[config.mk]
export PLATFORM = sky130hd
export DESIGN_NAME = snore_event_detector
export DESIGN_NICKNAME = d
export VERILOG_FILES = /design/src/sv/sed_pkg.sv /design/src/sv/sed_front.sv /design/src/sv/sed_queue.sv /design/src/sv/sed_div.sv /design/src/sv/sed_back.sv /design/src/sv/snore_event_detector.sv
export SDC_FILE = /design/constraint.sdc
export NUM_CORES = 2
export LEC_CHECK = 0
export BUFFER_PORTS_ARGS = -buffer_cell sky130_fd_sc_hd__buf_2
export CAP_MARGIN = 40
export CELL_PAD_IN_SITES_DETAIL_PLACEMENT = 1
export CELL_PAD_IN_SITES_GLOBAL_PLACEMENT = 1
export CORE_ASPECT_RATIO = 1.25
export CORE_MARGIN = 5
export CORE_UTILIZATION = 35
export CTS_BUF_LIST = sky130_fd_sc_hd__clkbuf_8
export DETAILED_ROUTE_END_ITERATION = 10
export GPL_TIMING_DRIVEN = 1
export PLACE_DENSITY_LB_ADDON = 0.1
export SLEW_MARGIN = 10
export SYNTH_ARGS = -nofsm -noshare
export SYNTH_HDL_FRONTEND = slang
export SYNTH_SLANG_ARGS = --single-unit
export TNS_END_PERCENT = 5
[constraint.sdc]
create_clock -name clk -period 11.2 [get_ports clk]
set_input_delay 1.12 -clock clk [delete_from_list [all_inputs] [get_ports clk]]
set_output_delay 1.12 -clock clk [all_outputs]
set_load 0.02 [all_outputs]
[src/sv/sed_pkg.sv]
// ----------------------------------------------------------------------------
// sed_pkg: shared types and constants of the snore event detector
// Field widths, register indexes, the block descriptor and back-end states.
// ----------------------------------------------------------------------------
`default_nettype none

package sed_pkg;

	localparam int SMP_W      = 16;
	localparam int SQ_W       = 48;
	localparam int CNT_W      = 13;
	localparam int CROSS_W    = 12;
	localparam int LVL_W      = 16;
	localparam int EVB_W      = 8;
	localparam int QB_W       = 4;
	localparam int ESUM_W     = 24;
	localparam int LTOT_W     = 48;
	localparam int BTOT_W     = 32;
	localparam int PCT_W      = 7;
	localparam int CFG_IDX_W  = 3;
	localparam int CFG_DATA_W = 16;
	localparam int DIV_STEPS  = 48;
	localparam int SQRT_STEPS = 24;

	localparam logic [CFG_IDX_W-1:0] CFG_LEVEL_THRESHOLD = 3'd0;
	localparam logic [CFG_IDX_W-1:0] CFG_CROSSING_LIMIT  = 3'd1;
	localparam logic [CFG_IDX_W-1:0] CFG_QUIET_CLOSE     = 3'd2;
	localparam logic [CFG_IDX_W-1:0] CFG_MIN_EVENT       = 3'd3;
	localparam logic [CFG_IDX_W-1:0] CFG_MAX_EVENT       = 3'd4;
	localparam logic [CFG_IDX_W-1:0] CFG_PEAK_FACTOR     = 3'd5;

	typedef struct packed {
		logic [LVL_W-1:0] level_threshold;
		logic [PCT_W-1:0] crossing_limit_pct;
		logic [QB_W-1:0]  quiet_blocks_to_close;
		logic [EVB_W-1:0] min_event_blocks;
		logic [EVB_W-1:0] max_event_blocks;
		logic [7:0]       peak_factor_tenths;
	} cfg_t;

	typedef struct packed {
		logic [SQ_W-1:0]    sq_sum;
		logic [CNT_W-1:0]   count;
		logic [CROSS_W-1:0] crossings;
		logic               rec_end;
	} block_t;

	typedef struct packed {
		logic   avail;
		block_t data;
	} queue_rd_t;

	typedef enum logic [3:0] {
		BK_IDLE, BK_DIV, BK_SQRT, BK_UPDATE, BK_DECIDE,
		BK_JDIV, BK_JUDGE, BK_FDIV, BK_EMIT
	} back_state_t;

endpackage

`default_nettype wire

[src/sv/sed_front.sv]
// ----------------------------------------------------------------------------
// sed_front: sample accumulator
// Sums squares, counts sign crossings and closes blocks into descriptors.
// ----------------------------------------------------------------------------
`default_nettype none

module sed_front #(
	parameter int BLOCK_SAMPLES = 512
) (
	input  wire                             clk,
	input  wire                             arst_n,
	input  wire                             in_valid,
	output logic                            in_stall,
	input  wire  signed [sed_pkg::SMP_W-1:0] sample,
	input  wire                             block_end,
	input  wire                             recording_end,
	input  wire                             q_full,
	output logic                            q_push,
	output sed_pkg::block_t                 q_data
);
	import sed_pkg::*;

	logic [SQ_W-1:0]    sq_sum_q;
	logic [CNT_W-1:0]   count_q;
	logic               prev_neg_q;
	logic [CROSS_W-1:0] cross_q;

	logic signed [31:0] prod;
	logic [SQ_W-1:0]    sum_new;
	logic [CNT_W-1:0]   count_new;
	logic [CROSS_W-1:0] cross_new;
	logic               accept;
	logic               blk_done;

	always_comb begin
		prod      = sample * sample;
		sum_new   = sq_sum_q + SQ_W'(unsigned'(prod));
		count_new = count_q + CNT_W'(1);
		cross_new = cross_q + CROSS_W'((count_q != '0) && (sample[SMP_W-1] != prev_neg_q));
		blk_done  = block_end | recording_end | (count_new >= CNT_W'(BLOCK_SAMPLES));
		in_stall  = q_full;
		accept    = in_valid & ~q_full;
		q_push    = accept & blk_done;
		q_data    = '{sq_sum: sum_new, count: count_new, crossings: cross_new,
			rec_end: recording_end};
	end

	always_ff @(posedge clk or negedge arst_n) begin
		if (!arst_n) begin
			sq_sum_q   <= '0;
			count_q    <= '0;
			prev_neg_q <= 1'b0;
			cross_q    <= '0;
		end else if (accept) begin
			if (blk_done) begin
				sq_sum_q   <= '0;
				count_q    <= '0;
				prev_neg_q <= 1'b0;
				cross_q    <= '0;
			end else begin
				sq_sum_q   <= sum_new;
				count_q    <= count_new;
				prev_neg_q <= sample[SMP_W-1];
				cross_q    <= cross_new;
			end
		end
	end

endmodule

`default_nettype wire

[src/sv/sed_queue.sv]
// ----------------------------------------------------------------------------
// sed_queue: two-entry block descriptor queue
// Decouples the sample front end from the block back end.
// ----------------------------------------------------------------------------
`default_nettype none

module sed_queue (
	input  wire                 clk,
	input  wire                 arst_n,
	input  wire                 push,
	input  sed_pkg::block_t     wr_data,
	input  wire                 pop,
	output logic                full,
	output sed_pkg::queue_rd_t  rd
);
	import sed_pkg::*;

	block_t     mem_q [2];
	logic       wr_ptr_q;
	logic       rd_ptr_q;
	logic [1:0] cnt_q;

	always_comb begin
		full     = (cnt_q == 2'd2);
		rd.avail = (cnt_q != 2'd0);
		rd.data  = mem_q[rd_ptr_q];
	end

	always_ff @(posedge clk) begin
		if (push)
			mem_q[wr_ptr_q] <= wr_data;
	end

	always_ff @(posedge clk or negedge arst_n) begin
		if (!arst_n) begin
			wr_ptr_q <= 1'b0;
			rd_ptr_q <= 1'b0;
			cnt_q    <= 2'd0;
		end else begin
			if (push)
				wr_ptr_q <= ~wr_ptr_q;
			if (pop)
				rd_ptr_q <= ~rd_ptr_q;
			cnt_q <= cnt_q + 2'(push) - 2'(pop);
		end
	end

endmodule

`default_nettype wire

[src/sv/sed_div.sv]
// ----------------------------------------------------------------------------
// sed_div: shared restoring divider
// One quotient bit a cycle from start until done.
// ----------------------------------------------------------------------------
`default_nettype none

module sed_div (
	input  wire                          clk,
	input  wire                          arst_n,
	input  wire                          start,
	input  wire  [sed_pkg::SQ_W-1:0]     dividend,
	input  wire  [sed_pkg::BTOT_W-1:0]   divisor,
	output logic                         done,
	output logic [sed_pkg::SQ_W-1:0]     quotient
);
	import sed_pkg::*;

	logic              busy_q;
	logic              done_q;
	logic [5:0]        step_q;
	logic [BTOT_W:0]   rem_q;
	logic [SQ_W-1:0]   quo_q;
	logic [BTOT_W-1:0] dsr_q;
	logic [BTOT_W:0]   rem_sh;
	logic              fits;

	always_comb begin
		rem_sh   = {rem_q[BTOT_W-1:0], quo_q[SQ_W-1]};
		fits     = rem_sh >= {1'b0, dsr_q};
		done     = done_q;
		quotient = quo_q;
	end

	always_ff @(posedge clk) begin
		if (start) begin
			quo_q <= dividend;
			dsr_q <= divisor;
			rem_q <= '0;
		end else if (busy_q) begin
			rem_q <= fits ? rem_sh - {1'b0, dsr_q} : rem_sh;
			quo_q <= {quo_q[SQ_W-2:0], fits};
		end
	end

	always_ff @(posedge clk or negedge arst_n) begin
		if (!arst_n) begin
			busy_q <= 1'b0;
			done_q <= 1'b0;
			step_q <= '0;
		end else begin
			done_q <= 1'b0;
			if (start) begin
				busy_q <= 1'b1;
				step_q <= '0;
			end else if (busy_q) begin
				step_q <= step_q + 6'd1;
				if (step_q == 6'(DIV_STEPS - 1)) begin
					busy_q <= 1'b0;
					done_q <= 1'b1;
				end
			end
		end
	end

endmodule

`default_nettype wire

[src/sv/sed_back.sv]
// ----------------------------------------------------------------------------
// sed_back: block evaluation back end
// Level by division and square root, event tracking, snore judgement.
// ----------------------------------------------------------------------------
`default_nettype none

module sed_back (
	input  wire                            clk,
	input  wire                            arst_n,
	input  sed_pkg::cfg_t                  cfg,
	input  sed_pkg::queue_rd_t             q_rd,
	output logic                           q_pop,
	output logic                           out_valid,
	input  wire                            out_stall,
	output logic [sed_pkg::LVL_W-1:0]      block_level,
	output logic [sed_pkg::CROSS_W-1:0]    block_crossings,
	output logic                           block_suspicious,
	output logic                           event_open,
	output logic [15:0]                    snore_count,
	output logic                           final_res,
	output logic [sed_pkg::LVL_W-1:0]      mean_level,
	output logic [sed_pkg::LVL_W-1:0]      max_level,
	output logic                           snore_found
);
	import sed_pkg::*;

	back_state_t state_q, state_nx;

	logic               div_start;
	logic [SQ_W-1:0]    div_dividend;
	logic [BTOT_W-1:0]  div_divisor;
	logic               div_done;
	logic [SQ_W-1:0]    div_quo;

	logic [CNT_W-1:0]   count_q;
	logic [CROSS_W-1:0] cross_q;
	logic               final_q;
	logic [SQ_W-1:0]    rad_q;
	logic [25:0]        rem_q;
	logic [23:0]        root_q;
	logic [4:0]         sq_step_q;
	logic [LVL_W-1:0]   level_q;
	logic               susp_q;
	logic               judge_q;
	logic [LVL_W-1:0]   mean_q;
	logic [LTOT_W-1:0]  ltot_q;
	logic [BTOT_W-1:0]  btot_q;
	logic [LVL_W-1:0]   opeak_q;
	logic               in_event_q;
	logic [EVB_W-1:0]   evb_q;
	logic [QB_W-1:0]    quiet_q;
	logic [LVL_W-1:0]   epeak_q;
	logic [ESUM_W-1:0]  esum_q;
	logic [15:0]        snores_q;
	logic               out_load;

	logic [25:0]        sq_rem_sh;
	logic [25:0]        sq_trial;
	logic [LVL_W-1:0]   level;
	logic               susp;
	logic [EVB_W-1:0]   evb_base;
	logic [LVL_W-1:0]   epeak_base;
	logic [ESUM_W-1:0]  esum_base;
	logic [QB_W-1:0]    quiet_inc;
	logic [ESUM_W-1:0]  ev_mean;
	logic               snore_ok;
	logic               fdiv_needed;

	sed_div u_div (
		.clk      (clk),
		.arst_n   (arst_n),
		.start    (div_start),
		.dividend (div_dividend),
		.divisor  (div_divisor),
		.done     (div_done),
		.quotient (div_quo)
	);

	always_comb begin
		sq_rem_sh  = {rem_q[23:0], rad_q[SQ_W-1 -: 2]};
		sq_trial   = {root_q, 2'b01};
		level      = root_q[LVL_W-1:0];
		susp       = (count_q > CNT_W'(1)) && (level > cfg.level_threshold) &&
			((20'(cross_q) * 20'd100) < (20'(cfg.crossing_limit_pct) * 20'(count_q)));
		evb_base   = in_event_q ? evb_q : '0;
		epeak_base = in_event_q ? epeak_q : '0;
		esum_base  = in_event_q ? esum_q : '0;
		quiet_inc  = quiet_q + QB_W'(1);
		ev_mean    = div_quo[ESUM_W-1:0];
		snore_ok   = (evb_q >= cfg.min_event_blocks) && (evb_q <= cfg.max_event_blocks) &&
			(evb_q != '0) && (ev_mean != '0) &&
			(32'(epeak_q) * 32'd10 < 32'(ev_mean) * 32'(cfg.peak_factor_tenths));
		fdiv_needed = final_q && (btot_q != '0);
	end

	always_ff @(posedge clk or negedge arst_n) begin
		if (!arst_n)
			state_q <= BK_IDLE;
		else
			state_q <= state_nx;
	end

	always_comb begin
		state_nx     = state_q;
		q_pop        = 1'b0;
		div_start    = 1'b0;
		div_dividend = q_rd.data.sq_sum;
		div_divisor  = BTOT_W'(q_rd.data.count);
		out_load     = 1'b0;
		case (state_q)
			BK_IDLE: begin
				if (q_rd.avail) begin
					q_pop     = 1'b1;
					div_start = 1'b1;
					state_nx  = BK_DIV;
				end
			end
			BK_DIV: begin
				if (div_done)
					state_nx = BK_SQRT;
			end
			BK_SQRT: begin
				if (sq_step_q == 5'(SQRT_STEPS - 1))
					state_nx = BK_UPDATE;
			end
			BK_UPDATE: state_nx = BK_DECIDE;
			BK_DECIDE: begin
				if (judge_q) begin
					div_start    = 1'b1;
					div_dividend = SQ_W'(esum_q);
					div_divisor  = BTOT_W'(evb_q);
					state_nx     = BK_JDIV;
				end else if (fdiv_needed) begin
					div_start    = 1'b1;
					div_dividend = ltot_q;
					div_divisor  = btot_q;
					state_nx     = BK_FDIV;
				end else begin
					state_nx = BK_EMIT;
				end
			end
			BK_JDIV: begin
				if (div_done)
					state_nx = BK_JUDGE;
			end
			BK_JUDGE: begin
				if (fdiv_needed) begin
					div_start    = 1'b1;
					div_dividend = ltot_q;
					div_divisor  = btot_q;
					state_nx     = BK_FDIV;
				end else begin
					state_nx = BK_EMIT;
				end
			end
			BK_FDIV: begin
				if (div_done)
					state_nx = BK_EMIT;
			end
			BK_EMIT: begin
				if (!out_valid || !out_stall) begin
					out_load = 1'b1;
					state_nx = BK_IDLE;
				end
			end
			default: state_nx = BK_IDLE;
		endcase
	end

	// working registers of one block
	always_ff @(posedge clk) begin
		case (state_q)
			BK_IDLE: begin
				count_q <= q_rd.data.count;
				cross_q <= q_rd.data.crossings;
				final_q <= q_rd.data.rec_end;
			end
			BK_DIV: begin
				rad_q     <= div_quo;
				rem_q     <= '0;
				root_q    <= '0;
				sq_step_q <= '0;
			end
			BK_SQRT: begin
				rad_q     <= {rad_q[SQ_W-3:0], 2'b00};
				sq_step_q <= sq_step_q + 5'd1;
				if (sq_rem_sh >= sq_trial) begin
					rem_q  <= sq_rem_sh - sq_trial;
					root_q <= {root_q[22:0], 1'b1};
				end else begin
					rem_q  <= sq_rem_sh;
					root_q <= {root_q[22:0], 1'b0};
				end
			end
			BK_UPDATE: begin
				level_q <= level;
				susp_q  <= susp;
				mean_q  <= '0;
			end
			BK_FDIV: mean_q <= div_quo[LVL_W-1:0];
			default: ;
		endcase
	end

	// recording and event state
	always_ff @(posedge clk or negedge arst_n) begin
		if (!arst_n) begin
			ltot_q     <= '0;
			btot_q     <= '0;
			opeak_q    <= '0;
			in_event_q <= 1'b0;
			evb_q      <= '0;
			quiet_q    <= '0;
			epeak_q    <= '0;
			esum_q     <= '0;
			snores_q   <= '0;
			judge_q    <= 1'b0;
		end else begin
			case (state_q)
				BK_UPDATE: begin
					judge_q <= 1'b0;
					if (btot_q != '1) begin
						ltot_q <= ltot_q + LTOT_W'(level);
						btot_q <= btot_q + BTOT_W'(1);
					end
					if (level > opeak_q)
						opeak_q <= level;
					if (susp) begin
						in_event_q <= 1'b1;
						quiet_q    <= '0;
						evb_q      <= evb_base;
						esum_q     <= esum_base;
						if (evb_base != '1) begin
							evb_q  <= evb_base + EVB_W'(1);
							esum_q <= esum_base + ESUM_W'(level);
						end
						epeak_q <= (level > epeak_base) ? level : epeak_base;
						judge_q <= final_q;
					end else if (in_event_q) begin
						quiet_q <= quiet_inc;
						judge_q <= final_q || (quiet_inc >= cfg.quiet_blocks_to_close);
					end
				end
				BK_JUDGE: begin
					if (snore_ok && snores_q != '1)
						snores_q <= snores_q + 16'd1;
					in_event_q <= 1'b0;
					evb_q      <= '0;
					quiet_q    <= '0;
					epeak_q    <= '0;
					esum_q     <= '0;
					judge_q    <= 1'b0;
				end
				BK_EMIT: begin
					if (out_load && final_q) begin
						ltot_q     <= '0;
						btot_q     <= '0;
						opeak_q    <= '0;
						in_event_q <= 1'b0;
						evb_q      <= '0;
						quiet_q    <= '0;
						epeak_q    <= '0;
						esum_q     <= '0;
						snores_q   <= '0;
					end
				end
				default: ;
			endcase
		end
	end

	// output register
	always_ff @(posedge clk or negedge arst_n) begin
		if (!arst_n)
			out_valid <= 1'b0;
		else if (out_load)
			out_valid <= 1'b1;
		else if (!out_stall)
			out_valid <= 1'b0;
	end

	always_ff @(posedge clk) begin
		if (out_load) begin
			block_level      <= level_q;
			block_crossings  <= cross_q;
			block_suspicious <= susp_q;
			event_open       <= final_q ? 1'b0 : in_event_q;
			snore_count      <= snores_q;
			final_res        <= final_q;
			mean_level       <= mean_q;
			max_level        <= opeak_q;
			snore_found      <= final_q && (snores_q != '0);
		end
	end

	a_final_closed: assert property (@(posedge clk) disable iff (!arst_n)
		out_valid && final_res |-> !event_open)
		else $error("event left open on final beat");

	a_found_final: assert property (@(posedge clk) disable iff (!arst_n)
		out_valid && snore_found |-> final_res && (snore_count != '0))
		else $error("snore_found without final beat");

	a_peak_bound: assert property (@(posedge clk) disable iff (!arst_n)
		out_valid |-> max_level >= block_level)
		else $error("max_level below block_level");

	a_level_range: assert property (@(posedge clk) disable iff (!arst_n)
		out_valid |-> block_level <= 16'h8000)
		else $error("block_level out of range");

endmodule

`default_nettype wire

[src/sv/snore_event_detector.sv]
// ----------------------------------------------------------------------------
// snore_event_detector: block level snore event detector
// Audio samples in, one result beat per finished analysis block out.
// ----------------------------------------------------------------------------
//
//  channel  | handshake             | payload
//  ---------+-----------------------+---------------------------------------
//  in       | in_valid / in_stall   | sample, block_end, recording_end
//  out      | out_valid / out_stall | block_level ... snore_found
//  cfg      | cfg_we                | cfg_index, cfg_data
//
// The front end takes one sample beat per cycle while the descriptor queue
// (two blocks deep) has room. For each block the back end divides, takes the
// square root and updates; it divides again when an event is judged and once
// more for the mean on the final block, all on the one shared bit-serial
// divider. Short blocks can stall the input while the queue is full.
// Reset clears all counters and loads the register defaults; no clearing pass.
// A held out_stall keeps the result register full; the back end then waits.
//
`default_nettype none

module snore_event_detector #(
	parameter int BLOCK_SAMPLES = 512
) (
	input  wire                                 clk,
	input  wire                                 arst_n,
	input  wire                                 in_valid,
	output logic                                in_stall,
	input  wire  signed [sed_pkg::SMP_W-1:0]    sample,
	input  wire                                 block_end,
	input  wire                                 recording_end,
	output logic                                out_valid,
	input  wire                                 out_stall,
	output logic [sed_pkg::LVL_W-1:0]           block_level,
	output logic [sed_pkg::CROSS_W-1:0]         block_crossings,
	output logic                                block_suspicious,
	output logic                                event_open,
	output logic [15:0]                         snore_count,
	output logic                                final_res,
	output logic [sed_pkg::LVL_W-1:0]           mean_level,
	output logic [sed_pkg::LVL_W-1:0]           max_level,
	output logic                                snore_found,
	input  wire                                 cfg_we,
	input  wire  [sed_pkg::CFG_IDX_W-1:0]       cfg_index,
	input  wire  [sed_pkg::CFG_DATA_W-1:0]      cfg_data
);
	import sed_pkg::*;

	cfg_t      cfg_q;
	logic      q_full;
	logic      q_push;
	logic      q_pop;
	block_t    q_wr;
	queue_rd_t q_rd;

	// configuration registers: hold reset defaults until written
	always_ff @(posedge clk or negedge arst_n) begin
		if (!arst_n) begin
			cfg_q.level_threshold       <= 16'd700;
			cfg_q.crossing_limit_pct    <= 7'd18;
			cfg_q.quiet_blocks_to_close <= 4'd4;
			cfg_q.min_event_blocks      <= 8'd4;
			cfg_q.max_event_blocks      <= 8'd45;
			cfg_q.peak_factor_tenths    <= 8'd26;
		end else if (cfg_we) begin
			case (cfg_index)
				CFG_LEVEL_THRESHOLD: cfg_q.level_threshold       <= cfg_data;
				CFG_CROSSING_LIMIT:  cfg_q.crossing_limit_pct    <= cfg_data[PCT_W-1:0];
				CFG_QUIET_CLOSE:     cfg_q.quiet_blocks_to_close <= cfg_data[QB_W-1:0];
				CFG_MIN_EVENT:       cfg_q.min_event_blocks      <= cfg_data[EVB_W-1:0];
				CFG_MAX_EVENT:       cfg_q.max_event_blocks      <= cfg_data[EVB_W-1:0];
				CFG_PEAK_FACTOR:     cfg_q.peak_factor_tenths    <= cfg_data[7:0];
				default: ;
			endcase
		end
	end

	// front: accumulate samples, close blocks
	sed_front #(
		.BLOCK_SAMPLES (BLOCK_SAMPLES)
	) u_front (
		.clk           (clk),
		.arst_n        (arst_n),
		.in_valid      (in_valid),
		.in_stall      (in_stall),
		.sample        (sample),
		.block_end     (block_end),
		.recording_end (recording_end),
		.q_full        (q_full),
		.q_push        (q_push),
		.q_data        (q_wr)
	);

	// queue: decouple the two sides
	sed_queue u_queue (
		.clk     (clk),
		.arst_n  (arst_n),
		.push    (q_push),
		.wr_data (q_wr),
		.pop     (q_pop),
		.full    (q_full),
		.rd      (q_rd)
	);

	// back: evaluate blocks, track events, drive result beats
	sed_back u_back (
		.clk              (clk),
		.arst_n           (arst_n),
		.cfg              (cfg_q),
		.q_rd             (q_rd),
		.q_pop            (q_pop),
		.out_valid        (out_valid),
		.out_stall        (out_stall),
		.block_level      (block_level),
		.block_crossings  (block_crossings),
		.block_suspicious (block_suspicious),
		.event_open       (event_open),
		.snore_count      (snore_count),
		.final_res        (final_res),
		.mean_level       (mean_level),
		.max_level        (max_level),
		.snore_found      (snore_found)
	);

endmodule

`default_nettype wire
==> impl_metrics.csv <==
group,metric,value,unit
critical_path,r2r_end,"u_back.snores_q[1]$_DFFE_PN0P_",
critical_path,crit_type,"in2reg",
critical_path,cp_top_family,"adder cells",
cts,tritoncts,"done",
synth,synth-xor-area-share,0.0419,
placed_design,dp_hpwl,136000,um
routing,drt_iter0_markers,1728,
synth,synth_ff_type,"edfxtp_1",
cts,clock_path_buffers,3,
synth,synth.ff_latch_count,808,
synth,synth_compound_gate_area_share,0.118,
synth,ys_types,89,
sta,tns,0,ps
synth,yosys-top-cells-count,"inv_1 (751), nand2_1 (750), ha_1 (488)",
cts,cts_buffers,146,
cts,clk_latency,930,ps
critical_path,end_kind,"flip-flop",
synth,synth_fp_nets,7172,
critical_path,path_buf_inv,7,
sta,max_freq,112,MHz
global_routing,grt_pass1_vias,49800,
cts,post_cts_buffers,0,
critical_path,r2r_cells,22,
synth,synth_top_area_cell,"edfxtp_1",
finish,layout.nets,7268,
critical_path,r2r_start,"u_back.u_div.quotient[3]$_DFFE_PP_",
sta,slew-limit-headroom,0.364,
synth,synth_edf_count,468,
critical_path,crit_path_max_incr_delay,540,ps
sta,tightest_slew,954,ps
cts,cts_hold_buffers,0,
cts,cts_htree_levels,4,
sta,fin_worst_skew,64.5,ps
synth,synth-simple-area-share,0.146,
min_path,hold_path.class,"in2async",
routing,ant_nets,0,
sta,fin_crit_sh,0.794,
floorplan,fp.dieH,478,um
sta,setup_viol,0,
synth,synth_top_family_by_area,"adder cells",
cts,cts_sinks,808,
critical_path,crit_path_start_kind,"input port",
placed_design,gp_congestion,0.819,
sta,rsz0062_at_grt,"no",
run_status,status,"finished, final reports clean",
sta,fin_crit,8890,ps
synth,synthAdderAreaFrac,0.241,
synth,synth_area_leaders,"edfxtp_1 (23%), fa_1 (14%), dfrtp_1 (12%)",
placed_design,portBuffers,123,
critical_path,cp.depth,33,
synth,async_flop_share,0.381,
sta,timing.final.hold_violations,0,
synth,yosys.cell_count.top_type,"inv_1",
synth,synthMuxAreaShare,0.0261,
routing,firstDrtPassIters,5,
sta,drv_slew,0,
critical_path,crit_path_start,"sample[5]",
synth,syn_inst,6208,
routing,vias_per_cell,5.12,
synth,synth.avg_cell_area,9.89,sq um
floorplan,die_area,184000,sq um
placed_design,dp_slack,1280,ps
synth,yosys.area.top_type_share,0.229,
global_routing,antenna_found_initial,3,
global_routing,track_usage,0.200,
routing,routed_wirelength,183000,um
cts,root_buffer,"clkbuf_8",
run,cap_violations,0,
floorplan,rows,172,
critical_path,cp.required,11810,ps
floorplan,core_area,175000,sq um
finish,area_growth,10.8,%
synth,yosysWarningCount,0,
critical_path,r2r_slack,2500,ps
critical_path,crit_arrival,9500,ps
finish,drive_gt1_frac,0.0879,
floorplan,io_pins,124,
synth,syn-cell-area,61400,sq um
global_routing,grt_overflow,0,
routing,wl_per_cell,20.8,um
floorplan,start_util,0.351,
cts,clk_pin_slew,60,ps
critical_path,crit_fanout,19,
floorplan,die_x,385,um
synth,ys_seq_area_frac,0.365,
critical_path,endpoint,"u_queue.mem_q[0][65]$_DFFE_PP_",
sta,timing.final.ws_setup,2310,ps
critical_path,cpMaxStageDelayCell,"fa_1",
global_routing,grt_max_degree,128,
global_routing,grt_pass1_wl,290000,um
cts,ctsResizeCount,0,
routing,route.detailed.drc,0,
routing,via_count,45000,
-- cells by family after synthesis --
group / Yosys count
flops: 808
xor+xnor: 294
buf+inv: 1012
mux: 153
fa+ha+maj: 922
simple gates: 1902
compound gates: 1117
-- cell type report --
cell class	count	area (sq um)
tap	2349	2940
clock inverter	101	692
sequential	808	22400
multi-input combinational	4388	35300
inverter	753	2830
fill	19900	107000
antenna	3	7.51
timing repair buffer	207	1450
clock buffer	172	2370
-- sequential cells by signal, indices dropped and copies added (netlist names), 24 cells and up --
| name | count |
|---|---|
| u_queue.mem_q | 148 |
| cfg_q | 51 |
| u_back.ltot_q | 48 |
| u_back.rad_q | 48 |
| u_back.u_div.quotient | 48 |
| u_front.sq_sum_q | 48 |
| u_back.btot_q | 32 |
| u_back.u_div.dsr_q | 32 |
| u_back.u_div.rem_q | 32 |
| u_back.esum_q | 24 |
| u_back.rem_q | 24 |
| u_back.root_q | 24 |
-- per-layer routing --
layer,GRT usage,share of wire,vias to the layer above
met5,0,0.000071,-
met4,0.0433,0.017,2
met3,0.0250,0.026,184
met2,0.355,0.50,479
met1,0.262,0.46,23000
li1,-,-,21300
-- worst register-to-register path, cell delays in order (launching register included) --
cell      delay, ps
edfxtp_1        880
nand2_1         180
fa_1            570
inv_1            50
fa_1            500
fa_1            520
fa_1            490
ha_1            470
nand4_1         180
a21oi_2         250
a21oi_2         110
o31ai_1         650
xnor2_1         170
ha_1            330
nand4_1         190
nor3b_1         280
nand3_1         220
a32oi_1         290
o211ai_1        100
or4_1           450
a2111o_1        690
or2_1           590
a41o_1          350
-- stage by stage --
stage,instances,utilization,hold slack (ps),instance area [sq um]
6_report,8781,0.388,209,68000
5_1_grt,8780,0.388,197,68000
4_1_cts,8778,0.388,136,68000
3_5_place_dp,8505,0.371,406,65000
3_3_place_gp,8485,0.369,403,64600
2_1_floorplan,6208,-,400,61400
-- placed cells by master (no fill, tap or decap), types with 37 or more instances in the layout --
master,count
nor2_1,365
buf_4,68
xnor2_1,186
a211oi_1,41
nand2b_1,43
and3_1,50
a21o_1,113
nand4_1,50
ha_1,488
a22o_1,65
or3_1,37
and2_1,220
nand3_1,138
nor3_1,77
nand2_1,748
mux2_2,55
clkbuf_8,172
fa_1,434
inv_1,799
buf_2,123
edfxtp_1,468
a21oi_1,321
mux2i_1,98
nor2b_1,48
dfrtp_1,289
xor2_1,108
o21ai_0,240
-- worst min path at each step --
stage | endpoint | slack, ps | from
6_report | cfg_q[48]$_DFFE_PN0P_ | 210 | arst_n
5_1_grt | cfg_q[49]$_DFFE_PN0P_ | 200 | arst_n
4_1_cts | cfg_q[48]$_DFFE_PN0P_ | 140 | arst_n
3_5_place_dp | u_back.mean_level[2]$_DFFE_PP_ | 410 | u_back.mean_q[2]$_SDFFCE_PN0P_
3_3_place_gp | u_back.block_level[7]$_DFFE_PP_ | 400 | u_back.level_q[7]$_DFFE_PP_
2_1_floorplan | u_back.block_level[0]$_DFFE_PP_ | 400 | u_back.level_q[0]$_DFFE_PP_
Power is not shown: default switching activity piles up to over one toggle a cycle in this logic, so the estimate is an artifact.
